[config.mk]
export PLATFORM = sky130hd
export DESIGN_NAME = adlf_ctrl
export DESIGN_NICKNAME = d
export VERILOG_FILES = /design/src/rtl/adlf_pkg.sv /design/src/rtl/adlf_ctrl.sv
export SDC_FILE = /design/constraint.sdc
export NUM_CORES = 1
export LEC_CHECK = 0
export BUFFER_PORTS_ARGS = -buffer_cell sky130_fd_sc_hd__buf_2
export CORE_MARGIN = 5
export CORE_UTILIZATION = 60
export CTS_CLUSTER_SIZE = 16
export DETAILED_ROUTE_END_ITERATION = 8
export PLACE_DENSITY = 0.84
export SLEW_MARGIN = 20
export SYNTH_ARGS = -nofsm -noshare
export SYNTH_HDL_FRONTEND = slang
export SYNTH_SLANG_ARGS = --single-unit
[constraint.sdc]
create_clock -name clk -period 14 [get_ports clk]
set_clock_uncertainty 0.15 [all_clocks]
set_input_delay 0.7 -clock clk [delete_from_list [all_inputs] [get_ports clk]]
set_output_delay 0.7 -clock clk [all_outputs]
set_load 0.005 [all_outputs]
[src/rtl/adlf_pkg.sv]
// ----------------------------------------------------------------------------
// adlf_pkg
// Shared types and constants of the adjacent duplicate line filter.
// ----------------------------------------------------------------------------
package adlf_pkg;

	typedef enum logic [1:0] {
		FUNC_PUSH  = 2'd0,
		FUNC_PULL  = 2'd1,
		FUNC_FLUSH = 2'd2,
		FUNC_NOP   = 2'd3
	} func_t;

	localparam logic [1:0]  MODE_COUNT    = 2'd1;
	localparam logic [1:0]  MODE_REPEATED = 2'd2;

	localparam logic        REG_OUTPUT_MODE = 1'b0;
	localparam logic        REG_IGNORE_CASE = 1'b1;

	localparam logic [7:0]  CHAR_NL     = 8'd10;
	localparam logic [7:0]  CHAR_UPPER_A = 8'd65;
	localparam logic [7:0]  CHAR_UPPER_Z = 8'd90;
	localparam logic [7:0]  CASE_OFFSET = 8'd32;
	localparam logic [15:0] COUNT_MAX   = 16'hFFFF;

	// per-item info carried from the issue stage to the output stage
	typedef struct packed {
		logic        pull_data;
		logic        pull_nl;
		logic        cmp;
		logic [7:0]  data_byte;
		logic [15:0] run_count;
		logic        run_ready;
		logic        push_refused;
		logic        line_trunc;
	} adlf_item_t;

	function automatic logic [7:0] fold(input logic [7:0] c, input logic ic);
		if (ic && c >= CHAR_UPPER_A && c <= CHAR_UPPER_Z)
			return c + CASE_OFFSET;
		return c;
	endfunction

endpackage

[src/rtl/adlf_ctrl.sv]
// ----------------------------------------------------------------------------
// adlf_ctrl
// Line and run state, configuration registers and line store access issue.
// ----------------------------------------------------------------------------
module adlf_ctrl import adlf_pkg::*; #(
	parameter int MAX_LINE = 512,
	parameter int LW = $clog2(MAX_LINE + 1),
	parameter int AW = $clog2(2 * MAX_LINE)
) (
	input  logic          clk,
	input  logic          arst_n,
	input  logic          cfg_we,
	input  logic          cfg_index,
	input  logic [1:0]    cfg_data,
	input  logic          accept,
	input  func_t         func,
	input  logic [7:0]    data_byte,
	input  logic          mismatch_fwd,
	output logic          ignore_case,
	output adlf_item_t    info,
	output logic          ram_we,
	output logic [AW-1:0] ram_waddr,
	output logic [7:0]    ram_wdata,
	output logic          ram_re,
	output logic [AW-1:0] ram_raddr
);

	localparam int IW = $clog2(MAX_LINE);
	localparam logic [LW-1:0] MAX_LEN = LW'(MAX_LINE);

	logic [1:0]    mode_q;
	logic          ic_q;
	logic          bank_q, bank_d;
	logic [LW-1:0] cur_q, cur_d, prev_q, prev_d, rp_q, rp_d;
	logic          still_q, still_d;
	logic [15:0]   cnt_q, cnt_d;
	logic          have_q, have_d;
	logic          pend_q, pend_d;
	logic          ovf_q, ovf_d;
	logic          wait_q, wait_d;
	logic          flush_q, flush_d;
	logic          strunc_q, strunc_d;
	logic          do_end, do_flush, do_close, same, drop;

	function automatic logic [AW-1:0] addr(input logic bank, input logic [IW-1:0] idx);
		return AW'(idx) + (bank ? AW'(MAX_LINE) : AW'(0));
	endfunction

	assign ignore_case = ic_q;

	always_comb begin
		bank_d   = bank_q;
		cur_d    = cur_q;
		prev_d   = prev_q;
		rp_d     = rp_q;
		still_d  = still_q && !mismatch_fwd;
		cnt_d    = cnt_q;
		have_d   = have_q;
		pend_d   = pend_q;
		ovf_d    = ovf_q;
		wait_d   = wait_q;
		flush_d  = flush_q;
		strunc_d = strunc_q;
		do_end   = 1'b0;
		do_flush = 1'b0;
		do_close = 1'b0;
		same     = 1'b0;
		drop     = 1'b0;
		info     = '0;
		info.data_byte = data_byte;
		ram_we    = 1'b0;
		ram_waddr = addr(bank_q, cur_q[IW-1:0]);
		ram_wdata = data_byte;
		ram_re    = 1'b0;
		ram_raddr = addr(!bank_q, cur_q[IW-1:0]);

		if (accept) begin
			case (func)
				FUNC_PUSH: begin
					if (pend_q) begin
						info.push_refused = 1'b1;
					end else if (data_byte == CHAR_NL) begin
						do_end = 1'b1;
					end else if (cur_q >= MAX_LEN) begin
						ovf_d = 1'b1;
					end else begin
						if (have_q) begin
							if (cur_q < prev_q) begin
								ram_re   = 1'b1;
								info.cmp = 1'b1;
							end else begin
								still_d = 1'b0;
							end
						end
						ram_we = 1'b1;
						cur_d  = cur_q + LW'(1);
					end
				end
				FUNC_FLUSH: begin
					if (pend_q) begin
						info.push_refused = 1'b1;
					end else begin
						do_end   = (cur_q != '0) || ovf_q;
						do_flush = 1'b1;
					end
				end
				FUNC_PULL: begin
					if (pend_q) begin
						if (rp_q < prev_q) begin
							ram_re         = 1'b1;
							ram_raddr      = addr(!bank_q, rp_q[IW-1:0]);
							info.pull_data = 1'b1;
							rp_d           = rp_q + LW'(1);
						end else begin
							info.pull_nl = 1'b1;
							pend_d       = 1'b0;
							rp_d         = '0;
							if (wait_q) begin
								wait_d   = 1'b0;
								bank_d   = !bank_q;
								prev_d   = cur_q;
								strunc_d = ovf_q;
								cnt_d    = 16'd1;
								have_d   = 1'b1;
								cur_d    = '0;
								still_d  = 1'b1;
								ovf_d    = 1'b0;
							end else begin
								have_d = 1'b0;
							end
							if (flush_q) begin
								flush_d  = 1'b0;
								do_close = 1'b1;
							end
						end
					end
				end
				default: begin
				end
			endcase
		end

		if (do_end) begin
			same = have_d && still_d && (cur_d == prev_d);
			drop = (mode_q == MODE_REPEATED) && (cnt_d < 16'd2);
			if (same) begin
				if (cnt_d != COUNT_MAX)
					cnt_d = cnt_d + 16'd1;
				cur_d   = '0;
				still_d = 1'b1;
				ovf_d   = 1'b0;
			end else if (!have_d || drop) begin
				bank_d   = !bank_d;
				prev_d   = cur_d;
				strunc_d = ovf_d;
				cnt_d    = 16'd1;
				have_d   = 1'b1;
				cur_d    = '0;
				still_d  = 1'b1;
				ovf_d    = 1'b0;
			end else begin
				pend_d = 1'b1;
				wait_d = 1'b1;
				rp_d   = '0;
			end
		end

		if (do_flush) begin
			if (pend_d)
				flush_d = 1'b1;
			else
				do_close = 1'b1;
		end

		if (do_close && have_d) begin
			if ((mode_q == MODE_REPEATED) && (cnt_d < 16'd2)) begin
				have_d = 1'b0;
			end else begin
				pend_d = 1'b1;
				wait_d = 1'b0;
				rp_d   = '0;
			end
		end

		info.run_ready  = pend_d;
		info.run_count  = (pend_d && (mode_q == MODE_COUNT || mode_q == MODE_REPEATED))
			? cnt_d : 16'd0;
		info.line_trunc = ovf_d || (pend_d && strunc_d);
	end

	always_ff @(posedge clk or negedge arst_n) begin
		if (!arst_n) begin
			mode_q   <= 2'd0;
			ic_q     <= 1'b0;
			bank_q   <= 1'b0;
			cur_q    <= '0;
			prev_q   <= '0;
			rp_q     <= '0;
			still_q  <= 1'b1;
			cnt_q    <= 16'd0;
			have_q   <= 1'b0;
			pend_q   <= 1'b0;
			ovf_q    <= 1'b0;
			wait_q   <= 1'b0;
			flush_q  <= 1'b0;
			strunc_q <= 1'b0;
		end else begin
			if (cfg_we) begin
				case (cfg_index)
					REG_OUTPUT_MODE: mode_q <= cfg_data;
					REG_IGNORE_CASE: ic_q   <= cfg_data[0];
					default: begin
					end
				endcase
			end
			bank_q   <= bank_d;
			cur_q    <= cur_d;
			prev_q   <= prev_d;
			rp_q     <= rp_d;
			still_q  <= still_d;
			cnt_q    <= cnt_d;
			have_q   <= have_d;
			pend_q   <= pend_d;
			ovf_q    <= ovf_d;
			wait_q   <= wait_d;
			flush_q  <= flush_d;
			strunc_q <= strunc_d;
		end
	end

	// pushes write the active bank, reads target the other one
	assert property (@(posedge clk) disable iff (!arst_n)
		!(ram_we && ram_re && ram_waddr == ram_raddr))
		else $error("line store read and write collide");

	assert property (@(posedge clk) disable iff (!arst_n)
		pend_q |-> !ram_we)
		else $error("line store written while a run waits");

	assert property (@(posedge clk) disable iff (!arst_n)
		cur_q <= MAX_LEN && prev_q <= MAX_LEN && rp_q <= prev_q)
		else $error("line length or read pointer out of range");

	assert property (@(posedge clk) disable iff (!arst_n)
		(wait_q || flush_q) |-> pend_q)
		else $error("waiting line or flush without a pending run");

endmodule

==> impl_metrics.ini, run 1 <==
[critical_path]
slowest_stage = o31ai_1
critPathArrivalTime_ps = 6440
path_cells = inv_1, ha_1, nand4_1, o31ai_1, o21ai_2, buf_4, nand2b_1, ha_1, and3_1, nand3_1, nor3_1, nand4_1, nor2_1, nor2_1, nand2_1, or3_1, o31ai_1, a2111o_1, or4_1, nor3_2, o21ai_1, and3_1, buf_2
crit_buf_inv = 3
startpoint_type = flip-flop
endpoint_kind = output port
path_delay_family = simple AND/OR/NAND/NOR gates
critical_path_class = reg2out
rr_endpoint = rp_q[9]$_DFF_PN0_
max_stage_delay_ps = 590
worst-path-max-fanout = 28
r2r_cells = 22
setup.worst_path.start = prev_q[7]$_DFF_PN0_
rrSetupSlack_ps = 7860
worstPathRequired_ps = 13150
r2r-start = prev_q[7]$_DFF_PN0_

[synth]
avgSynthCellArea_sq_um = 8.12
synth_area_leaders = dfrtp_1 30%, ha_1 6.1%, nand2_1 6.0%
yosys.area_share.simple = 0.279
async_reset_ff_frac = 1.00
synth_nets = 626
synth_top_cell_area_share = 0.295
synth_top_area_cell = dfrtp_1
synth-edff-count = 0
synth-warning-count = 0
synth-xor-area-share = 0.0387
synth_cells = 585
synth_fa_ha_area_frac = 0.0606
ys_seq_elements = 57
muxShareOfSynthArea = 0.0200
synth_compound_area_frac = 0.211
synth_cell_types = 74
synth_top_family_by_area = simple AND/OR/NAND/NOR gates
syn-cell-area_sq_um = 4750
synth.yosys.seq_area_share = 0.301
synthFlopType = dfrtp_1

[layout]
multiInputGateArea_sq_um = 2900
fin_cells = 729
layout.area.seq_sq_um = 1430
diodes = 0
syn_to_final_growth_pct = 9.70
layout_commonest_cell = buf_2
final_cell_mix = 78 x buf_2, 76 x nand2_1, 56 x dfrtp_1
utilization = 0.674
drive_above_1_share = 0.201
fin_nets = 663
fillers = 644

[floorplan]
die-area_sq_um = 9790
io_pins = 79
rows = 32
start_util = 0.614
core_area_sq_um = 7730
die_x_um = 99.0
die_h_um = 99.0

[min_path]
hold_path.class = reg2reg
hold-path-endpoint = strunc_q$_DFF_PN0_
min_from = strunc_q$_DFF_PN0_
worstHoldPathCells = 2

[clock_tree]
cts_buffers = 9
tritoncts = yes
clock_latency_ps = 340
post-cts-setup-buffers = 0
cts.repair.resized = 0
cts.clk_slew.worst_paths_ps = 70
ctsHoldBuffers = 0
cts_max_path_buffers = 2
cts.sinks = 57
htree_levels = 3
root_buffer = clkbuf_8

[timing]
worst_pin_slew_ps = 1040
hold_ws_ps = 344
period_share = 0.520
fin_tns_setup_ps = 0
hold_viol_final = 0
setup_viol_count_final = 0
max_freq_mhz = 137
post-route-min-period_ps = 7290
rsz0062_at_grt = false
relSlewSlack = 0.298
drv_slew = 0

[placement]
numPortBuffers = 78
dp_cells = 713
globalplace.congestion = 1.04
hpwl_um = 10300

[route]
vias_per_cell = 6.48
dr.pass1.iters = 5
postRouteAntennaNets = 0
drc_errors = 0
routed_wl_um = 14100
wl_per_cell_um = 19.3
dr.first_iter.drc_count = 445
num_vias = 4723

[grt]
grt_pass1_vias = 4600
grt_max_degree = 58
antenna_found_initial = 0
grt_usage = 0.287
globalRouteOverflowTotal = 0
grt_pass1_wl_um = 22900

[pwr]
seq_power_share = 0.352
p_leak_nw = 2.42
pwr-share-comb = 0.386
intPower_w = 0.000404
ir_drop_mv = 0.0880
p_switching_w = 0.000277
p_clk_frac = 0.263
powerDensity_nw_per_um2 = 131
swShare = 0.406

[status]
status = finished, final reports clean

[job]
drv_cap = 0
[how the worst max path moves through the flow]
| stage | cells after the start | slack (ps) | end |
|---|---|---|---|
| floorplan | 24 | 7970 | info[11] |
| global placement | 16 | 7090 | info[4] |
| detailed placement | 16 | 7000 | info[4] |
| CTS | 23 | 6810 | info[8] |
| global route | 23 | 6180 | info[8] |
| finish | 23 | 6710 | info[8] |
[tightest hold or removal path, cell delays in order, from the launching register on]
cell and delay, ps:
dfrtp_1 330, nand2_1 50, nand2_1 80
[logic make-up after synthesis]
family | after synthesis
buffers and inverters | 83
AND/OR/NAND/NOR | 252
multiplexers | 9
XOR/XNOR | 21
adder cells (fa/ha/maj) | 23
flip-flops | 57
AO/OA/AOI/OAI | 140
[power by group through the flow]
stage               logic [W]  registers, W  clock network, W
floorplan            0.000206      0.000217                 0
global placement     0.000247      0.000238                 0
detailed placement   0.000257      0.000240                 0
CTS                  0.000259      0.000237          0.000180
global route         0.000291      0.000243          0.000188
finish               0.000263      0.000240          0.000179
[area by class of cell]
cell class                 instances  area share
multi-input combinational        445       0.557
clock buffer                      10      0.0264
clock inverter                     6      0.0175
sequential                        57       0.274
inverter                          27      0.0195
tap                              102      0.0245
timing repair buffer              82      0.0807
[per-stage QoR]
stage          instance area (sq um)  total power [W]  setup slack [ps]
4_1_cts                         5210         0.000676              6810
3_3_place_gp                    4980         0.000486              7090
5_1_grt                         5210         0.000721              6180
6_report                        5210         0.000681              6710
2_1_floorplan                   4750         0.000422              7970
3_5_place_dp                    4980         0.000497              7000
[layer usage]
metal,GRT usage,share of wire,routed length (um)
met3,0.0538,0.077,1080
met2,0.488,0.49,6870
met1,0.352,0.40,5600
met4,0.132,0.036,509
met5,0,0,0
[cells in the mapped netlist, types with 3 or more instances]
library cell	number
buf_4	28
o21a_1	8
mux2_2	4
xor2_1	5
nand2_1	76
mux2i_1	5
clkbuf_1	24
a21oi_1	30
ha_1	23
a2111o_1	3
nor4_1	7
xnor2_1	16
nor3_1	19
dfrtp_1	56
o21ai_1	3
nor2b_1	6
or3_1	6
a211o_1	3
inv_1	26
o21ai_0	26
and3_1	20
a21o_1	4
nand2b_1	8
o211ai_1	6
a211oi_1	9
nand4_1	13
a31oi_1	8
nor4b_1	3
nand3_1	22
o31ai_1	6
nor4_2	5
o31a_1	4
buf_2	3
nor2_1	45
or2_2	3
[sequential cells by signal, summed over array words and instances, names as in the netlist, 2 cells and up]
register	count
cnt_q	16
cur_q	10
prev_q	10
rp_q	10
mode_q	2
Power figures use the tool's default switching activity.
==> run 2, diff against run 1 <==
Settings changed: CORE_UTILIZATION 60 to 52, PLACE_DENSITY 0.84 to 0.77.
Clock period 14 ns to 6.5 ns, I/O delays scaled along.
==> run 2 against run 1 <==
  * Count of clock-buffer cells in the layout rose by 1
  * Flip-flop and latch count did not move
  * Non-clock buffer count rose by 19
  * Largest power group unchanged
  * Largest cell class unchanged
==> impl_metrics.ini, run 2 (synthesis results as in run 1) <==
[floorplan]
start_util = 0.539
rows = 34
die_x_um = 106
die-area_sq_um = 11100
core_area_sq_um = 8810
io_pins = 79
die_h_um = 106

[grt]
antenna_found_initial = 0
grt_pass1_vias = 4712
grt_pass1_wl_um = 24500
grt_max_degree = 58
globalRouteOverflowTotal = 0
grt_usage = 0.272

[placement]
hpwl_um = 11300
globalplace.congestion = 1.00
dp_slack_ps = 492
numPortBuffers = 78

[route]
dr.pass1.iters = 5
num_vias = 4709
dr.first_iter.drc_count = 322
vias_per_cell = 6.25
drc_errors = 0
routed_wl_um = 15000
wl_per_cell_um = 19.9
postRouteAntennaNets = 0

[timing]
rsz0062_at_grt = false
hold_viol_final = 0
post-route-min-period_ps = 6150
worst_pin_slew_ps = 1060
setup_slack_ps = 352
relSlewSlack = 0.278
setup_viol_count_final = 0
max_freq_mhz = 163
period_share = 0.946
drv_slew = 0
fin_tns_setup_ps = 0

[critical_path]
rrSetupSlack_ps = 940
crit_buf_inv = 5
r2r_cells = 20
worstPathRequired_ps = 6020
max_stage_delay_ps = 640
path_cells = inv_1, ha_1, nand2_1, o21a_1, nor2_1, o21ai_4, buf_4, buf_4, a211oi_2, o211ai_1, or4b_4, or3_1, buf_4, nor3_1, mux2i_2, nand4_1, nor3_4, o21ai_2, and3_1, buf_2
crit_end = info[4]
worst-path-max-fanout = 19
r2r-start = prev_q[5]$_DFF_PN0_
slowest_stage = or4b_4
path_delay_family = simple AND/OR/NAND/NOR gates
critical_path_class = reg2out
cp_common_cell = buf_4
endpoint_kind = output port
startpoint_type = flip-flop
cp.depth = 20
critPathArrivalTime_ps = 5670
rr_endpoint = rp_q[8]$_DFF_PN0_
setup.worst_path.start = prev_q[5]$_DFF_PN0_

[pwr]
ir_drop_mv = 0.155
powerDensity_nw_per_um2 = 285
p_leak_nw = 2.53

[layout]
top_register = cnt_q
layout.area.seq_sq_um = 1430
layout_commonest_cell = buf_2
final_cell_mix = 78 x buf_2, 76 x nand2_1, 56 x dfrtp_1
multiInputGateArea_sq_um = 2930
fillers = 792
diodes = 0
drive_above_1_share = 0.228
largest_register_ffs = 16
fin_nets = 682
syn_to_final_growth_pct = 13.9

[status]
status = finished, final reports clean

[clock_tree]
root_buffer = clkbuf_8
cts_max_path_buffers = 2
cts_buffers = 9
cts.sinks = 57
clock_latency_ps = 350
htree_levels = 3
cts.clk_slew.worst_paths_ps = 80
tritoncts = yes

[job]
drv_cap = 0

[min_path]
hold_path.class = in2reg
run 2: worst min path at each step:
stage | start | end | cells after the start
6_report | cfg_data[1] | mode_q[1]$_DFFE_PN0P_ | 2
5_1_grt | cfg_data[1] | mode_q[1]$_DFFE_PN0P_ | 2
4_1_cts | cfg_data[1] | mode_q[1]$_DFFE_PN0P_ | 2
3_5_place_dp | strunc_q$_DFF_PN0_ | strunc_q$_DFF_PN0_ | 2
3_3_place_gp | strunc_q$_DFF_PN0_ | strunc_q$_DFF_PN0_ | 2
2_1_floorplan | arst_n | bank_q$_DFF_PN0_ | 0
run 2: repair_timing:
| action | in CTS | in global routing |
|---|---|---|
| buffers inserted | 0 | 2 |
| setup endpoints to repair | 0 | 9 |
| hold endpoints to repair | 7 | 0 |
| resized for setup | 0 | 6 |
| hold buffers | 1 | 0 |
run 2: through the flow:
step	power [W]	cells	area (sq um)	util	hold slack [ps]
2_1_floorplan	0.000910	585	4750	-	-121
3_3_place_gp	0.00108	735	5110	0.580	301
3_5_place_dp	0.00109	735	5110	0.580	307
4_1_cts	0.00152	752	5360	0.609	66.7
5_1_grt	0.00163	754	5410	0.614	71.6
6_report	0.00154	754	5410	0.614	70.5
run 2: power breakdown:
group          leakage [nW]  internal (W)  total (W)  switching (W)
Combinational          1.67      0.000241   0.000623       0.000382
Sequential            0.738      0.000419   0.000490      0.0000706
Clock                 0.120      0.000265   0.000426       0.000161
Total                  2.53      0.000925    0.00154       0.000614
run 2: final cells by class:
type	count	share of cell area
clock inverters	5	0.0190
inverters	27	0.0187
repair buffers	101	0.105
clock buffers	11	0.0261
flip-flops and latches	57	0.264
well taps	108	0.0250
multi-input cells	445	0.543
run 2: per-layer routing:
layer,GRT usage,wire (um),up-vias
li1,-,-,2211
met1,0.345,6110,2259
met2,0.464,7510,205
met3,0.0483,1080,34
met4,0.0999,325,0
met5,0,0,-
==> run 3, diff against run 2 <==
Settings changed: GPL_ROUTABILITY_DRIVEN from default to 0, MAX_ROUTING_LAYER from default to met4, RECOVER_POWER from default to 50.
==> run 3 against run 2 <==
  * Non-clock buffer count grew 2
  * The run now ends with max-capacitance violations, max-slew violations left
  * Global-route usage down 0.98 points
  * Largest power group unchanged
  * Largest cell class unchanged
  * Cell area down 0.35%
  * Clock power is 2% lower
==> impl_metrics.ini, run 3 (synthesis results as in run 1) <==
[status]
status = complete, but fails checks
violations = max-capacitance violations, max-slew violations

[timing]
max_freq_mhz = 162
rsz0062_at_grt = false
drv_slew = 58
worst_pin_slew_ps = 3090
relSlewSlack = -1.06
hold_ws_ps = 59.0
post-route-min-period_ps = 6170
setup_viol_count_final = 0
period_share = 0.950
hold_viol_final = 0
fin_tns_setup_ps = 0

[min_path]
hold_path.class = in2reg

[route]
dr.first_iter.drc_count = 387
postRouteAntennaNets = 0
dr.pass1.iters = 5
num_vias = 4832
vias_per_cell = 6.39
wl_per_cell_um = 18.8
routed_wl_um = 14200
drc_errors = 0

[grt]
grt_pass1_wl_um = 23200
grt_max_degree = 58
globalRouteOverflowTotal = 0
grt_usage = 0.262
antenna_found_initial = 0
grt_pass1_vias = 4714

[critical_path]
endpoint_kind = output port
rrSetupSlack_ps = 940
cp_common_cell = buf_4
worstPathRequired_ps = 6020
path_cells = inv_1, ha_1, nand4_1, o31ai_4, o21ai_4, buf_4, buf_4, a211oi_1, o211ai_1, or4b_4, or3_4, buf_4, o311a_1, a21oi_1, nand3_1, nor3_2, o21ai_2, and3_1, buf_2
max_stage_delay_ps = 640
critPathArrivalTime_ps = 5700
critical_path_class = reg2out
startpoint_type = flip-flop
worst-path-max-fanout = 12
slowest_stage = or4b_4

[layout]
fin_nets = 684
top_register = cnt_q
diodes = 0
syn_to_final_growth_pct = 13.5
stdcell_area_sq_um = 5390
fillers = 793
largest_register_ffs = 16
drive_above_1_share = 0.204
layout_commonest_cell = nand2_1
final_cell_mix = 76 x nand2_1, 61 x buf_2, 56 x dfrtp_1

[pwr]
powerDensity_nw_per_um2 = 282
ir_drop_mv = 0.135
p_leak_nw = 2.48

[clock_tree]
cts.sinks = 57
ctsHoldBuffers = 0
clock_latency_ps = 350
htree_levels = 3
root_buffer = clkbuf_8
cts_buffers = 9
cts.clk_slew.worst_paths_ps = 70
cts_max_path_buffers = 2
tritoncts = yes

[floorplan]
rows = 34
core_area_sq_um = 8810
start_util = 0.539
die-area_sq_um = 11100
die_h_um = 106
io_pins = 79
die_x_um = 106

[placement]
hpwl_um = 10600
numPortBuffers = 78
dpl_cell_area_sq_um = 5110

[job]
drv_cap = 1
-- run 3: changes by cell type in the layout (fill, tap and decap cells not counted), sizes merged --
cell / change
buf: -18
clkbuf: +21
dlygate4sd3: -1
-- run 3: final cells by class --
class / instances / area (sq um) / share of cell area
Multi-Input combinational cell: 445 / 2940 / 0.545
Sequential cell: 57 / 1430 / 0.265
Timing Repair Buffer: 103 / 546 / 0.101
Clock buffer: 11 / 141 / 0.0262
Tap cell: 108 / 135 / 0.0251
Clock inverter: 5 / 103 / 0.0190
Inverter: 27 / 101 / 0.0188
-- run 3: timing repair --
item,4_1_cts,5_1_grt
endpoints found under the setup margin,0,9
setup buffers,0,4
resized for setup,0,6
-- run 3: worst max-delay path: cells and delay by family (launching register included) --
family | cells | cell delay (ps)
buf+inv | 5 | 730
fa+ha+maj | 1 | 310
compound gates | 7 | 1730
flops | 1 | 430
simple gates | 6 | 2130
-- run 3: through the flow --
step                instances  setup WS, ps  total power (W)   util
floorplan                 585           850         0.000910      -
global placement          736           644          0.00107  0.581
detailed placement        736           428          0.00109  0.581
CTS                       752          41.3          0.00151  0.609
global route              756          39.9          0.00161  0.612
finish                    756           327          0.00152  0.612
-- run 3: layer usage --
layer  track usage  wire length [um]
met2         0.430              6900
met1         0.315              5630
met4         0.117               552
met3        0.0483              1120
met5             -                 0
-- run 3: power breakdown --
| group | total [W] | internal (W) | switching, W | leakage, nW |
|---|---|---|---|---|
| clock | 0.000419 | 0.000265 | 0.000154 | 0.120 |
| combinational | 0.000611 | 0.000232 | 0.000379 | 1.63 |
| sequential | 0.000492 | 0.000419 | 0.0000725 | 0.738 |
-- run 3: final timing paths --
check | startpoint | end | cells past startpoint
worst max-delay path | prev_q[7]$_DFF_PN0_ | info[11] | 19
worst min-delay path | cfg_data[0] | mode_q[0]$_DFFE_PN0P_ | 3
worst max register to register | prev_q[7]$_DFF_PN0_ | rp_q[5]$_DFF_PN0_ | 19
worst min register to register | strunc_q$_DFF_PN0_ | strunc_q$_DFF_PN0_ | 2
max in group asynchronous | arst_n | cnt_q[15]$_DFF_PN0_ | 2
min in group asynchronous | arst_n | cur_q[4]$_DFF_PN0_ | 2
